[config.mk]
export PLATFORM = sky130hd
export DESIGN_NAME = row_three_tap_smoothing_filter_core
export DESIGN_NICKNAME = d
export VERILOG_FILES = /design/src/hw/rtl/rtsf_pkg.sv /design/src/hw/rtl/rtsf_front.sv /design/src/hw/rtl/rtsf_job_queue.sv /design/src/hw/rtl/rtsf_back.sv /design/src/hw/rtl/row_three_tap_smoothing_filter_core.sv
export VERILOG_INCLUDE_DIRS = /design/src /design/src/hw/rtl
export SDC_FILE = /design/constraint.sdc
export NUM_CORES = 2
export LEC_CHECK = 0
export BUFFER_PORTS_ARGS = -buffer_cell sky130_fd_sc_hd__buf_4
export CORE_ASPECT_RATIO = 0.7
export CORE_MARGIN = 1.5
export CORE_UTILIZATION = 25
export DETAILED_ROUTE_END_ITERATION = 6
export GPL_ROUTABILITY_DRIVEN = 0
export GPL_TIMING_DRIVEN = 0
export HOLD_SLACK_MARGIN = 0.03
export SYNTH_ARGS = -nofsm -noshare
export SYNTH_HDL_FRONTEND = slang
export SYNTH_SLANG_ARGS = --single-unit
[constraint.sdc]
create_clock -name clock -period 15 [get_ports clock]
set_input_delay 3 -clock clock [delete_from_list [all_inputs] [get_ports clock]]
set_output_delay 3 -clock clock [all_outputs]
set_load 0.01 [all_outputs]
[src/hw/rtl/row_three_tap_smoothing_filter_core_macros.svh]
// Assertion macros of the row smoothing filter RTL.
`ifndef ROW_THREE_TAP_SMOOTHING_FILTER_CORE_MACROS_SVH
`define ROW_THREE_TAP_SMOOTHING_FILTER_CORE_MACROS_SVH
`ifndef SYNTHESIS
`define RTSF_ASSERT(label, clk, rst, prop) \
   label: assert property (@(posedge clk) disable iff (rst) prop) \
      else $error("rtsf assertion failed");
`define RTSF_ASSERT_NEVER(label, clk, rst, expr) \
   label: assert property (@(posedge clk) disable iff (rst) !(expr)) \
      else $error("rtsf forbidden condition seen");
`else
`define RTSF_ASSERT(label, clk, rst, prop)
`define RTSF_ASSERT_NEVER(label, clk, rst, expr)
`endif
`endif

[src/hw/rtl/rtsf_pkg.sv]
// Types and constants of the row smoothing filter.
package rtsf_pkg;

   // register file
   localparam int CSR_ADDR_W  = 5;
   localparam int CSR_DATA_W  = 32;
   localparam int CSR_INDEX_W = 3;
   localparam logic [CSR_INDEX_W-1:0] CSR_COEF_LEFT   = 3'd0;
   localparam logic [CSR_INDEX_W-1:0] CSR_COEF_CENTRE = 3'd1;
   localparam logic [CSR_INDEX_W-1:0] CSR_COEF_RIGHT  = 3'd2;
   localparam logic [CSR_INDEX_W-1:0] CSR_NORM_SCALE  = 3'd3;
   localparam logic [CSR_INDEX_W-1:0] CSR_ROW_WIDTH   = 3'd4;

   // field widths
   localparam int PIXEL_W     = 8;
   localparam int COEF_W      = 16;
   localparam int SCALE_W     = 24;
   localparam int ROW_WIDTH_W = 13;
   localparam int VALUE_W     = 16;
   localparam int PROD_W      = PIXEL_W + COEF_W;
   localparam int ACC_W       = PROD_W + 2;
   localparam int SCALED_W    = ACC_W + SCALE_W;
   localparam int ROUND_SHIFT = 16;
   localparam int ROUNDED_W   = SCALED_W - ROUND_SHIFT + 1;

   // reset values
   localparam logic [COEF_W-1:0]      COEF_LEFT_RST   = 16'd256;
   localparam logic [COEF_W-1:0]      COEF_CENTRE_RST = 16'd512;
   localparam logic [COEF_W-1:0]      COEF_RIGHT_RST  = 16'd256;
   localparam logic [SCALE_W-1:0]     NORM_SCALE_RST  = 24'd16384;
   localparam logic [ROW_WIDTH_W-1:0] ROW_WIDTH_RST   = 13'd640;

   // queues
   localparam int JQ_DEPTH = 4;
   localparam int JQ_PTR_W = 2;
   localparam int JQ_CNT_W = 3;
   localparam int RQ_DEPTH = 4;
   localparam int RQ_PTR_W = 2;
   localparam int RQ_CNT_W = 3;

   // one filter job: three taps and the end-of-run flag
   typedef struct packed {
      logic [PIXEL_W-1:0] left;
      logic [PIXEL_W-1:0] centre;
      logic [PIXEL_W-1:0] right;
      logic               last;
   } job_type;

   // one finished result
   typedef struct packed {
      logic [VALUE_W-1:0] value;
      logic               last;
   } result_type;

   typedef struct packed {
      logic [COEF_W-1:0]  coef_left;
      logic [COEF_W-1:0]  coef_centre;
      logic [COEF_W-1:0]  coef_right;
      logic [SCALE_W-1:0] norm_scale;
   } coef_type;

   typedef struct packed {
      logic full;
      logic empty;
   } jq_status_type;

   typedef struct packed {
      logic pending;
      logic split;
   } front_status_type;

   typedef struct packed {
      logic rq_write;
      logic rq_full;
   } back_status_type;

endpackage

[src/hw/rtl/rtsf_front.sv]
// Front end: tracks row position and neighbors, turns pixels into filter jobs.
module rtsf_front #(
   parameter int MAX_ROW_WIDTH = 4096
) (
   input  logic                                 clock,
   input  logic                                 reset,
   input  logic                                 req_push,
   input  logic [rtsf_pkg::PIXEL_W-1:0]         req_pixel,
   output logic                                 req_full,
   input  logic [rtsf_pkg::ROW_WIDTH_W-1:0]     row_width,
   input  rtsf_pkg::jq_status_type              jq_status,
   output logic                                 job_push,
   output rtsf_pkg::job_type                    job,
   output rtsf_pkg::front_status_type           status
);
   import rtsf_pkg::*;

   localparam int CW = $clog2(MAX_ROW_WIDTH);
   localparam int WW = (CW + 1 > ROW_WIDTH_W) ? CW + 1 : ROW_WIDTH_W;

   logic [PIXEL_W-1:0] prev_ff, prev_in;
   logic [PIXEL_W-1:0] prev_prev_ff, prev_prev_in;
   logic [CW-1:0]      col_ff, col_in;
   logic               pending_ff, pending_in;
   job_type            pending_job_ff, pending_job_in;

   logic [WW-1:0] rw_ext;
   logic [WW-1:0] w_eff;
   logic [WW-1:0] limit;
   logic          accept;
   logic          is_last;
   logic          has_left_job;
   job_type       job_first;
   job_type       job_second;

   // effective row width, clamped
   always_comb begin
      rw_ext = WW'(row_width);
      priority if (rw_ext < WW'(3)) begin
         w_eff = WW'(3);
      end else if (rw_ext > WW'(MAX_ROW_WIDTH)) begin
         w_eff = WW'(MAX_ROW_WIDTH);
      end else begin
         w_eff = rw_ext;
      end
      limit = w_eff - WW'(1);
   end

   assign req_full     = pending_ff | jq_status.full;
   assign accept       = req_push & ~req_full;
   assign is_last      = WW'(col_ff) >= limit;
   assign has_left_job = col_ff != '0;

   // job for the previous column, then the job for the row's last pixel
   always_comb begin
      job_first.left    = (col_ff > CW'(1)) ? prev_prev_ff : '0;
      job_first.centre  = prev_ff;
      job_first.right   = req_pixel;
      job_first.last    = ~is_last;
      job_second.left   = has_left_job ? prev_ff : '0;
      job_second.centre = req_pixel;
      job_second.right  = '0;
      job_second.last   = 1'b1;
   end

   // issue to the job queue; a split item parks its second job
   always_comb begin
      prev_in        = prev_ff;
      prev_prev_in   = prev_prev_ff;
      col_in         = col_ff;
      pending_in     = pending_ff;
      pending_job_in = pending_job_ff;
      job            = has_left_job ? job_first : job_second;
      job_push       = 1'b0;
      if (pending_ff) begin
         job      = pending_job_ff;
         job_push = ~jq_status.full;
         if (!jq_status.full) begin
            pending_in = 1'b0;
         end
      end else if (accept) begin
         job_push     = has_left_job | is_last;
         prev_prev_in = prev_ff;
         prev_in      = req_pixel;
         col_in       = is_last ? '0 : col_ff + CW'(1);
         if (has_left_job && is_last) begin
            pending_in     = 1'b1;
            pending_job_in = job_second;
         end
      end
   end

   assign status.pending = pending_ff;
   assign status.split   = accept & has_left_job & is_last;

   always_ff @(posedge clock) begin
      if (reset) begin
         prev_ff      <= '0;
         prev_prev_ff <= '0;
         col_ff       <= '0;
         pending_ff   <= 1'b0;
      end else begin
         prev_ff      <= prev_in;
         prev_prev_ff <= prev_prev_in;
         col_ff       <= col_in;
         pending_ff   <= pending_in;
      end
   end

   always_ff @(posedge clock) begin
      pending_job_ff <= pending_job_in;
   end

endmodule

[src/hw/rtl/rtsf_job_queue.sv]
// Short job queue between the front end and the arithmetic back end.
module rtsf_job_queue (
   input  logic                    clock,
   input  logic                    reset,
   input  logic                    push,
   input  rtsf_pkg::job_type       push_job,
   input  logic                    pop,
   output rtsf_pkg::job_type       head_job,
   output rtsf_pkg::jq_status_type status
);
   import rtsf_pkg::*;

   job_type               mem_ff [JQ_DEPTH];
   logic [JQ_PTR_W-1:0]   wr_ptr_ff, wr_ptr_in;
   logic [JQ_PTR_W-1:0]   rd_ptr_ff, rd_ptr_in;
   logic [JQ_CNT_W-1:0]   count_ff, count_in;
   logic                  do_push;
   logic                  do_pop;

   assign status.full  = count_ff == JQ_CNT_W'(JQ_DEPTH);
   assign status.empty = count_ff == '0;
   assign do_push      = push & ~status.full;
   assign do_pop       = pop & ~status.empty;
   assign head_job     = mem_ff[rd_ptr_ff];

   // pointer and fill bookkeeping
   always_comb begin
      wr_ptr_in = do_push ? wr_ptr_ff + JQ_PTR_W'(1) : wr_ptr_ff;
      rd_ptr_in = do_pop ? rd_ptr_ff + JQ_PTR_W'(1) : rd_ptr_ff;
      count_in  = count_ff + JQ_CNT_W'(do_push) - JQ_CNT_W'(do_pop);
   end

   always_ff @(posedge clock) begin
      if (reset) begin
         wr_ptr_ff <= '0;
         rd_ptr_ff <= '0;
         count_ff  <= '0;
      end else begin
         wr_ptr_ff <= wr_ptr_in;
         rd_ptr_ff <= rd_ptr_in;
         count_ff  <= count_in;
      end
   end

   always_ff @(posedge clock) begin
      if (do_push) begin
         mem_ff[wr_ptr_ff] <= push_job;
      end
   end

endmodule

[src/hw/rtl/rtsf_back.sv]
// Back end: weighted tap sum, scaling, rounding and the result queue.
module rtsf_back (
   input  logic                            clock,
   input  logic                            reset,
   input  rtsf_pkg::coef_type              coefs,
   input  rtsf_pkg::job_type               head_job,
   input  rtsf_pkg::jq_status_type         jq_status,
   output logic                            job_pop,
   output logic                            rsp_empty,
   input  logic                            rsp_pop,
   output logic [rtsf_pkg::VALUE_W-1:0]    rsp_out_value,
   output logic                            rsp_last_of_run,
   output rtsf_pkg::back_status_type       status
);
   import rtsf_pkg::*;

   // stage A: tap sum; stage B: scaled sum
   logic                  a_valid_ff, a_valid_in;
   logic [ACC_W-1:0]      a_acc_ff, a_acc_in;
   logic                  a_last_ff;
   logic                  b_valid_ff, b_valid_in;
   logic [SCALED_W-1:0]   b_scaled_ff, b_scaled_in;
   logic                  b_last_ff;

   result_type            rq_mem_ff [RQ_DEPTH];
   logic [RQ_PTR_W-1:0]   rq_wr_ff, rq_wr_in;
   logic [RQ_PTR_W-1:0]   rq_rd_ff, rq_rd_in;
   logic [RQ_CNT_W-1:0]   rq_count_ff, rq_count_in;
   logic [RQ_CNT_W-1:0]   committed;
   logic                  rq_read;
   logic [ROUNDED_W-1:0]  rounded;
   result_type            finished;

   // issue only when the result queue has room for everything in flight
   assign committed = rq_count_ff + RQ_CNT_W'(a_valid_ff) + RQ_CNT_W'(b_valid_ff);
   assign job_pop   = ~jq_status.empty & (committed < RQ_CNT_W'(RQ_DEPTH));

   // tap products and sum
   always_comb begin
      a_valid_in = job_pop;
      a_acc_in   = ACC_W'(PROD_W'(head_job.left) * PROD_W'(coefs.coef_left))
                 + ACC_W'(PROD_W'(head_job.centre) * PROD_W'(coefs.coef_centre))
                 + ACC_W'(PROD_W'(head_job.right) * PROD_W'(coefs.coef_right));
   end

   // normalize by the reciprocal of the weight sum
   always_comb begin
      b_valid_in  = a_valid_ff;
      b_scaled_in = SCALED_W'(a_acc_ff) * SCALED_W'(coefs.norm_scale);
   end

   // round half up to Q8.8 and saturate
   always_comb begin
      rounded = ROUNDED_W'(b_scaled_ff >> ROUND_SHIFT)
              + ROUNDED_W'(b_scaled_ff[ROUND_SHIFT-1]);
      finished.value = (rounded[ROUNDED_W-1:VALUE_W] != '0) ? '1 : rounded[VALUE_W-1:0];
      finished.last  = b_last_ff;
   end

   // result queue
   assign rsp_empty       = rq_count_ff == '0;
   assign rq_read         = rsp_pop & ~rsp_empty;
   assign rsp_out_value   = rq_mem_ff[rq_rd_ff].value;
   assign rsp_last_of_run = rq_mem_ff[rq_rd_ff].last;
   assign status.rq_write = b_valid_ff;
   assign status.rq_full  = rq_count_ff == RQ_CNT_W'(RQ_DEPTH);

   always_comb begin
      rq_wr_in    = b_valid_ff ? rq_wr_ff + RQ_PTR_W'(1) : rq_wr_ff;
      rq_rd_in    = rq_read ? rq_rd_ff + RQ_PTR_W'(1) : rq_rd_ff;
      rq_count_in = rq_count_ff + RQ_CNT_W'(b_valid_ff) - RQ_CNT_W'(rq_read);
   end

   always_ff @(posedge clock) begin
      if (reset) begin
         a_valid_ff  <= 1'b0;
         b_valid_ff  <= 1'b0;
         rq_wr_ff    <= '0;
         rq_rd_ff    <= '0;
         rq_count_ff <= '0;
      end else begin
         a_valid_ff  <= a_valid_in;
         b_valid_ff  <= b_valid_in;
         rq_wr_ff    <= rq_wr_in;
         rq_rd_ff    <= rq_rd_in;
         rq_count_ff <= rq_count_in;
      end
   end

   // payload pipeline
   always_ff @(posedge clock) begin
      a_acc_ff    <= a_acc_in;
      a_last_ff   <= head_job.last;
      b_scaled_ff <= b_scaled_in;
      b_last_ff   <= a_last_ff;
      if (b_valid_ff) begin
         rq_mem_ff[rq_wr_ff] <= finished;
      end
   end

endmodule

[src/hw/rtl/row_three_tap_smoothing_filter_core.sv]
// Top level of the horizontal three-tap row smoothing filter.
//
//   channel  ports       handshake                  carries
//   input    req_*       push / full                one pixel
//   result   rsp_*       pop / empty                filtered value, end-of-run flag
//   config   csr_*       APB, pready tied 1         coefficients, scale, row width
//
// Takes one pixel per cycle while full is low; the last pixel of a row that has a left
// neighbor holds the input while its second job is issued.
// A result passes the job queue, stage A, stage B and the result queue to the rsp_ ports.
// Synchronous reset clears row position, neighbors, queues and loads register defaults.
// A result queue of four items absorbs output stalls; the back end issues a job only
// when that queue has room for it and everything in flight, then the job queue fills
// and full rises.
module row_three_tap_smoothing_filter_core #(
   parameter int MAX_ROW_WIDTH = 4096
) (
   input  logic                               clock,
   input  logic                               reset,
   input  logic                               req_push,
   output logic                               req_full,
   input  logic [rtsf_pkg::PIXEL_W-1:0]       req_pixel,
   output logic                               rsp_empty,
   input  logic                               rsp_pop,
   output logic [rtsf_pkg::VALUE_W-1:0]       rsp_out_value,
   output logic                               rsp_last_of_run,
   input  logic                               csr_psel,
   input  logic                               csr_penable,
   input  logic                               csr_pwrite,
   input  logic [rtsf_pkg::CSR_ADDR_W-1:0]    csr_paddr,
   input  logic [rtsf_pkg::CSR_DATA_W-1:0]    csr_pwdata,
   output logic [rtsf_pkg::CSR_DATA_W-1:0]    csr_prdata,
   output logic                               csr_pready
);
   import rtsf_pkg::*;

`include "row_three_tap_smoothing_filter_core_macros.svh"

   logic [COEF_W-1:0]      coef_left_ff, coef_left_in;
   logic [COEF_W-1:0]      coef_centre_ff, coef_centre_in;
   logic [COEF_W-1:0]      coef_right_ff, coef_right_in;
   logic [SCALE_W-1:0]     norm_scale_ff, norm_scale_in;
   logic [ROW_WIDTH_W-1:0] row_width_ff, row_width_in;

   logic                   csr_write;
   logic [CSR_INDEX_W-1:0] csr_index;
   coef_type               coefs;
   job_type                front_job;
   job_type                head_job;
   logic                   job_push;
   logic                   job_pop;
   jq_status_type          jq_status;
   front_status_type       front_status;
   back_status_type        back_status;

   // register file
   assign csr_pready = 1'b1;
   assign csr_write  = csr_psel & csr_penable & csr_pwrite & csr_pready;
   assign csr_index  = csr_paddr[CSR_ADDR_W-1:2];

   always_comb begin
      coef_left_in   = coef_left_ff;
      coef_centre_in = coef_centre_ff;
      coef_right_in  = coef_right_ff;
      norm_scale_in  = norm_scale_ff;
      row_width_in   = row_width_ff;
      if (csr_write) begin
         unique case (csr_index)
            CSR_COEF_LEFT:   coef_left_in   = csr_pwdata[COEF_W-1:0];
            CSR_COEF_CENTRE: coef_centre_in = csr_pwdata[COEF_W-1:0];
            CSR_COEF_RIGHT:  coef_right_in  = csr_pwdata[COEF_W-1:0];
            CSR_NORM_SCALE:  norm_scale_in  = csr_pwdata[SCALE_W-1:0];
            CSR_ROW_WIDTH:   row_width_in   = csr_pwdata[ROW_WIDTH_W-1:0];
            default: ;
         endcase
      end
   end

   // read back
   always_comb begin
      unique case (csr_index)
         CSR_COEF_LEFT:   csr_prdata = CSR_DATA_W'(coef_left_ff);
         CSR_COEF_CENTRE: csr_prdata = CSR_DATA_W'(coef_centre_ff);
         CSR_COEF_RIGHT:  csr_prdata = CSR_DATA_W'(coef_right_ff);
         CSR_NORM_SCALE:  csr_prdata = CSR_DATA_W'(norm_scale_ff);
         CSR_ROW_WIDTH:   csr_prdata = CSR_DATA_W'(row_width_ff);
         default:         csr_prdata = '0;
      endcase
   end

   always_ff @(posedge clock) begin
      if (reset) begin
         coef_left_ff   <= COEF_LEFT_RST;
         coef_centre_ff <= COEF_CENTRE_RST;
         coef_right_ff  <= COEF_RIGHT_RST;
         norm_scale_ff  <= NORM_SCALE_RST;
         row_width_ff   <= ROW_WIDTH_RST;
      end else begin
         coef_left_ff   <= coef_left_in;
         coef_centre_ff <= coef_centre_in;
         coef_right_ff  <= coef_right_in;
         norm_scale_ff  <= norm_scale_in;
         row_width_ff   <= row_width_in;
      end
   end

   assign coefs.coef_left   = coef_left_ff;
   assign coefs.coef_centre = coef_centre_ff;
   assign coefs.coef_right  = coef_right_ff;
   assign coefs.norm_scale  = norm_scale_ff;

   rtsf_front #(
      .MAX_ROW_WIDTH (MAX_ROW_WIDTH)
   ) u_front (
      .clock     (clock),
      .reset     (reset),
      .req_push  (req_push),
      .req_pixel (req_pixel),
      .req_full  (req_full),
      .row_width (row_width_ff),
      .jq_status (jq_status),
      .job_push  (job_push),
      .job       (front_job),
      .status    (front_status)
   );

   rtsf_job_queue u_job_queue (
      .clock    (clock),
      .reset    (reset),
      .push     (job_push),
      .push_job (front_job),
      .pop      (job_pop),
      .head_job (head_job),
      .status   (jq_status)
   );

   rtsf_back u_back (
      .clock           (clock),
      .reset           (reset),
      .coefs           (coefs),
      .head_job        (head_job),
      .jq_status       (jq_status),
      .job_pop         (job_pop),
      .rsp_empty       (rsp_empty),
      .rsp_pop         (rsp_pop),
      .rsp_out_value   (rsp_out_value),
      .rsp_last_of_run (rsp_last_of_run),
      .status          (back_status)
   );

   // checks
   `RTSF_ASSERT_NEVER(a_job_overflow, clock, reset, job_push && jq_status.full)
   `RTSF_ASSERT_NEVER(a_result_overflow, clock, reset, back_status.rq_write && back_status.rq_full)
   `RTSF_ASSERT(a_split_holds_input, clock, reset, front_status.split |=> req_full)
   `RTSF_ASSERT_NEVER(a_issue_empty_queue, clock, reset, job_pop && jq_status.empty)

endmodule

* After elaboration in Yosys (flattened, before gate mapping)
Memory sizes are Yosys's and may differ from the RTL's. A register that Yosys moved wholly into a read port is not among the register bits.
Index checks and enable logic that the tools add are counted.
** Word-level totals
- Input bits :: 52
- Register bits :: 224
- Bits in writable memories :: 168
- ROM bits :: 0
- Memories kept :: 2
- Word-level logic and storage cells :: 105
- Latch bits :: 0
- Output and inout port bits :: 52
** Memory list
- u_job_queue.mem_ff :: words 4, bits a word 25, read ports 1, clocked after memory_dff 1, wr ports 1, RTL line rtsf_job_queue.sv:13 : job_type mem_ff [JQ_DEPTH];
- u_back.rq_mem_ff :: words 4, bits a word 17, read ports 1, clocked after memory_dff 1, wr ports 1, RTL line rtsf_back.sv:25 : result_type rq_mem_ff [RQ_DEPTH];
** Cells by class
- Reductions and logical operators :: 13
- Multiplexer cells :: 23
- Bitwise operators :: 15
- Multiply operators :: 4
- Shifts and indexed selects :: 0
- Add/sub/neg operators :: 15
- Order comparisons :: 5
- Divide/modulo/power cells :: 0
- Equal/unequal tests :: 5
** Operator list (number)
- one-hot mux 24 bit (5 select lines) :: 1
- multiplier 8 x 16 -> 24 bit :: 3
- multiplier 26 x 24 -> 50 bit :: 1
- 2-to-1 mux 25 bit :: 2
- adder 34 x 1 -> 35 bit :: 1
- adder 26 x 24 -> 26 bit :: 1
- 2-to-1 mux 13 bit :: 2
- adder 24 x 24 -> 25 bit :: 1
- nonzero test 19 bit :: 1
- 2-to-1 mux 16 bit :: 1
- 2-to-1 mux 8 bit :: 2
- greater-or-equal comparator 12 x 13 -> 1 bit :: 1
- > comparator 13 bit, second input constant :: 1
- less-than comparator 13 x 2 -> 1 bit, second input constant :: 1
- subtractor 13 x 1 -> 13 bit, second input constant :: 1
- adder 12 x 1 -> 12 bit, second input constant :: 1
- adder 3 x 1 -> 3 bit :: 4
- > comparator 12 x 1 -> 1 bit, second input constant :: 1
- 2-to-1 mux 12 bit :: 1
- AND reduction 2 bit :: 6
- nonzero test 12 bit :: 1
- 2-to-1 mux 1 bit :: 10
- logical NOT 3 bit :: 3
- adder 2 x 1 -> 2 bit, second input constant :: 4
- other kinds (11) :: 29

* Logic depth before layout (Yosys ltp)
- Depth after elaboration :: 11
- Mapped depth :: 40
- Gate-level depth less buffers :: 38

* Cells and area by module
From an unflattened synthesis, not the netlist that was laid out.
** Second synthesis, totals
- Cell total of the unflattened synthesis :: 4827
- Area total of the unflattened synthesis :: 47778.3 µm²
** Modules (own cells, without submodules)
- rtsf_back :: instances 1, area an instance 36876.6 µm², sequential area each 3523.4 µm², cells each 3913
- row_three_tap_smoothing_filter_core :: instances 1, area an instance 4129.0 µm², sequential area each 1701.6 µm², cells each 431
- rtsf_job_queue :: instances 1, area an instance 4125.2 µm², sequential area each 3183.1 µm², cells each 182
- rtsf_front :: instances 1, area an instance 2647.5 µm², sequential area each 1061.0 µm², cells each 301

* Worst setup path before layout
No wires, ideal clock.
- Kind :: flip-flop to flip-flop
- From :: register with a tool-made name
- To :: register u_back.a_acc_ff[25]
- Buffers on the path :: 3
- Arrival time :: 9.928 ns
- Slack :: 4.977 ns
- Cell stages (with the launch flop) :: 34
- Period minus slack after synthesis :: 10.023 ns
- Required time :: 14.905 ns
- Setup time :: 0.095 ns
- Path through :: dfxtp_1 clkbuf_1 buf_2 mux4_2 clkbuf_1 nand2_1 fa_1 fa_1 fa_1 inv_1 fa_1 fa_1 fa_1 ha_1 a21o_1 a31oi_1 o2111ai_1 a31o_2 a21o_1 xnor2_1 fa_1 fa_1 fa_1 fa_1 inv_1 ha_1 and3_1 o21ai_0 o21ai_1 o41a_1 nand4_1 nand3_1 a2111o_1 o311ai_1
** RTL lines
- end signal, assigned :: RTL line rtsf_back.sv:92 : a_acc_ff <= a_acc_in;
- end, declared :: RTL line rtsf_back.sv:19 : logic [ACC_W-1:0] a_acc_ff, a_acc_in;

==> summary.txt <==
post-synthesis sequential area ratio -> 20.2%
Hold Path Cell Cnt -> 0
Max Root-Sink Buffers -> 3
Async SR Flop Fraction -> 0%
worst-path maximum fanout -> 10
Worst slew margin -> 8.85%
Max-Cap Viols -> 0
Main synth FF type -> dfxtp_1
I/O Buffers -> 82
distinct cell type count after synthesis -> 84
postcts setup bufs -> 0
Register Area -> 9470 um^2
number of CTS-inserted buffers -> 44
layout cells sized above 1 -> 5.19%
Tmin final -> 11620 ps
f_max -> 86.1 MHz
HP Class -> reg -> reg
Clock Sinks -> 381
cell mode on critical path -> fa_1
Inst Count DP -> 7390
post-synth top area share -> 36.0%
routed vias/inst -> 4.57
Hold Fails Final Rpt -> 0
Non-Filler Instances -> 7476
Clock Tree Root -> clkbuf_16
H-tree depth -> 2
Synth Warn # -> 0
Peak supply drop -> 0.171 mV
CP max-delay cell -> fa_1
leading cell types by count after synthesis -> inv_1 (901), nand2_1 (881), fa_1 (842), and2_1 (424), ha_1 (324)
Core Util, Final -> 28.1%
Final ANT Viol Nets -> 0
DR iter-0 viols -> 3337
Synth Cell Area -> 46800 um^2
Slew @ Worst Pin -> 1370 ps
core area -> 185000 um^2
CTS Hold Bufs -> 0
Clk Latency, worst-skew pair -> 620 ps
Post-Route WL -> 142000 um
post-CTS resize count -> 0
worst r2r path cells -> 33
area of the multi-input gates -> 32900 um^2
number of remaining DRC errors -> 0
Setup crit end kind -> flop
Layout area overhead -> 11.3%
Synth area leaders -> fa_1 (36%), edfxtp_1 (12%), ha_1 (8.7%), dfxtp_1 (8.4%), inv_1 (7.2%)
Congestion Overflow GR -> 0
setup_tns -> 0 ps
status -> finished clean
Syn Inst Count -> 4821
Die H -> 365 um
Seq cells post-synth -> 381
number of flops mapped to enable cells by yosys -> 184
setup ws final -> 3380 ps
vias in the first global route -> 34600
CTS tree -> yes
# setup viols final -> 0
HPWL after DPL -> 118000 um
DRT Pass-1 Iters -> 6
dpl ws -> 3460 ps
CP arrival -> 12070 ps
first-pass GRT wire length -> 216000 um
WS Path Type -> reg -> reg
antenna violations before repair -> 6
Final Skew -> 31.0 ps
Initial Utilization -> 25.2%
largest net degree at the start of global routing -> 26
Final Cycle Share -> 77.5%
top-count cell post-synth -> inv_1
leakage -> 22.4 nW
vias -> 34100
Rows -> 132
Nets -> 6175
total track usage -> 15.0%
RSZ-0062 raised after global routing -> false
CP max stage delay -> 580 ps
Boundary Pins -> 104
Filler cells -> 19500
most area-hungry cell type in the Yosys netlist -> fa_1
die width -> 520 um
die area -> 190000 um^2
total power -> 4.82 mW
clock-pin slew on the worst setup and hold paths -> 60 ps
WL/cell -> 19.1 um
Synth Area per Inst -> 9.71 um^2
max-slew violation count -> 0
Critical Path Start Type -> flop
Cell Pwr Density -> 92.5 nW/um^2
CP required -> 15450 ps
-- per-stage QoR --
stage	cell area (um^2)	hold WS, ps
2_1_floorplan	46800	310
3_3_place_gp	50500	361
3_5_place_dp	50500	353
4_1_cts	52100	359
5_1_grt	52100	366
6_report	52100	347
-- sequential cells by signal, indices dropped and copies added (netlist names), 2 cells and up, named ones only --
signal / flops
coef_left_ff: 16
u_back.rq_wr_ff: 2
u_back.rq_rd_ff: 2
row_width_ff: 13
coef_right_ff: 16
norm_scale_ff: 24
u_back.rq_mem_ff: 68
u_back.rq_count_ff: 3
u_job_queue.count_ff: 3
u_job_queue.rd_ptr_ff: 2
u_back.b_scaled_ff: 35
u_front.prev_prev_ff: 8
u_front.prev_ff: 8
u_front.col_ff: 12
u_job_queue.wr_ptr_ff: 2
coef_centre_ff: 16
u_job_queue.mem_ff: 100
u_front.pending_job_ff: 16
u_back.a_acc_ff: 26
-- power breakdown --
group / total, mW / leakage [nW] / internal (mW) / switching [mW]
Combinational: 2.32 / 18.3 / 0.829 / 1.49
Clock: 1.15 / 0.742 / 0.668 / 0.482
Sequential: 1.35 / 3.30 / 1.24 / 0.107
-- kinds of logic (layout without fill, tap and decap cells) --
family	Yosys count	count (layout)	share of synthesized area (%)
and+or+nand+nor	1577	1577	16.0
adders and majority gates	1166	1166	44.7
buffers and inverters	1164	1329	9.44
DFF	381	381	20.2
AOI/OAI and AO/OA	349	349	4.78
xor gates and xnor gates	123	123	2.30
muxes	59	59	2.50
other	2	13	0.0161
-- final cells by class --
cell class,instances,area share (%)
repair buffers,83,1.20
multi-input cells,3283,63.2
inverters,901,6.49
flip-flops and latches,381,18.2
clock buffers,54,2.24
well taps,2479,5.95
diodes,4,0.0192
clock inverters,28,0.694
plain buffers,263,1.99
-- worst max-delay path: cells and delay by family, from the launching register on --
family,cells,cell delay (ps)
AOI/OAI and AO/OA,10,2530
xor gates and xnor gates,1,290
adders and majority gates,12,5590
buffers and inverters,5,1570
DFF,1,300
muxes,1,510
and+or+nand+nor,4,650
-- metal layers --
| metal | vias to the layer above | global-route usage (%) | share of wire, % |
|---|---|---|---|
| met5 | - | 0 | 0.0091 |
| met4 | 2 | 3.67 | 2.8 |
| met3 | 212 | 5.20 | 13 |
| met2 | 1701 | 21.5 | 41 |
| met1 | 17200 | 21.5 | 44 |
| li1 | 15000 | - | - |
-- placed cells by master (no fill, tap or decap), types with 6 or more instances in the layout --
master and count:
mux4_2 45, a21oi_1 147, edfxtp_1 184, fa_1 842, mux2_2 13, dfxtp_1 197
bufinv_16 6, clkbuf_16 44, nand2b_1 7, xnor2_1 69, nor2b_1 17, and2_1 424
buf_1 41, nand3_1 46, conb_1 9, nor3_1 31, ha_1 324, buf_4 92
o211ai_1 6, clkinv_2 7, nand4_1 12, a21o_1 29, xor2_1 54, nor4_1 6
a31oi_1 26, a22oi_1 26, inv_1 901, a22o_1 8, o22ai_1 16, clkbuf_1 214
nand2_1 881, or3_1 9, nor2_1 75, and3_1 36, o21ai_0 27, o21a_1 6
-- worst paths after layout --
path | end | start | slack [ps]
min reg2reg | u_back.b_last_ff | u_back.a_last_ff | 350
max | u_back.a_acc_ff[25] | flop | 3380
min | u_back.b_last_ff | u_back.a_last_ff | 350
max reg2reg | u_back.a_acc_ff[25] | flop | 3380
(Power assumes the default switching activity.)
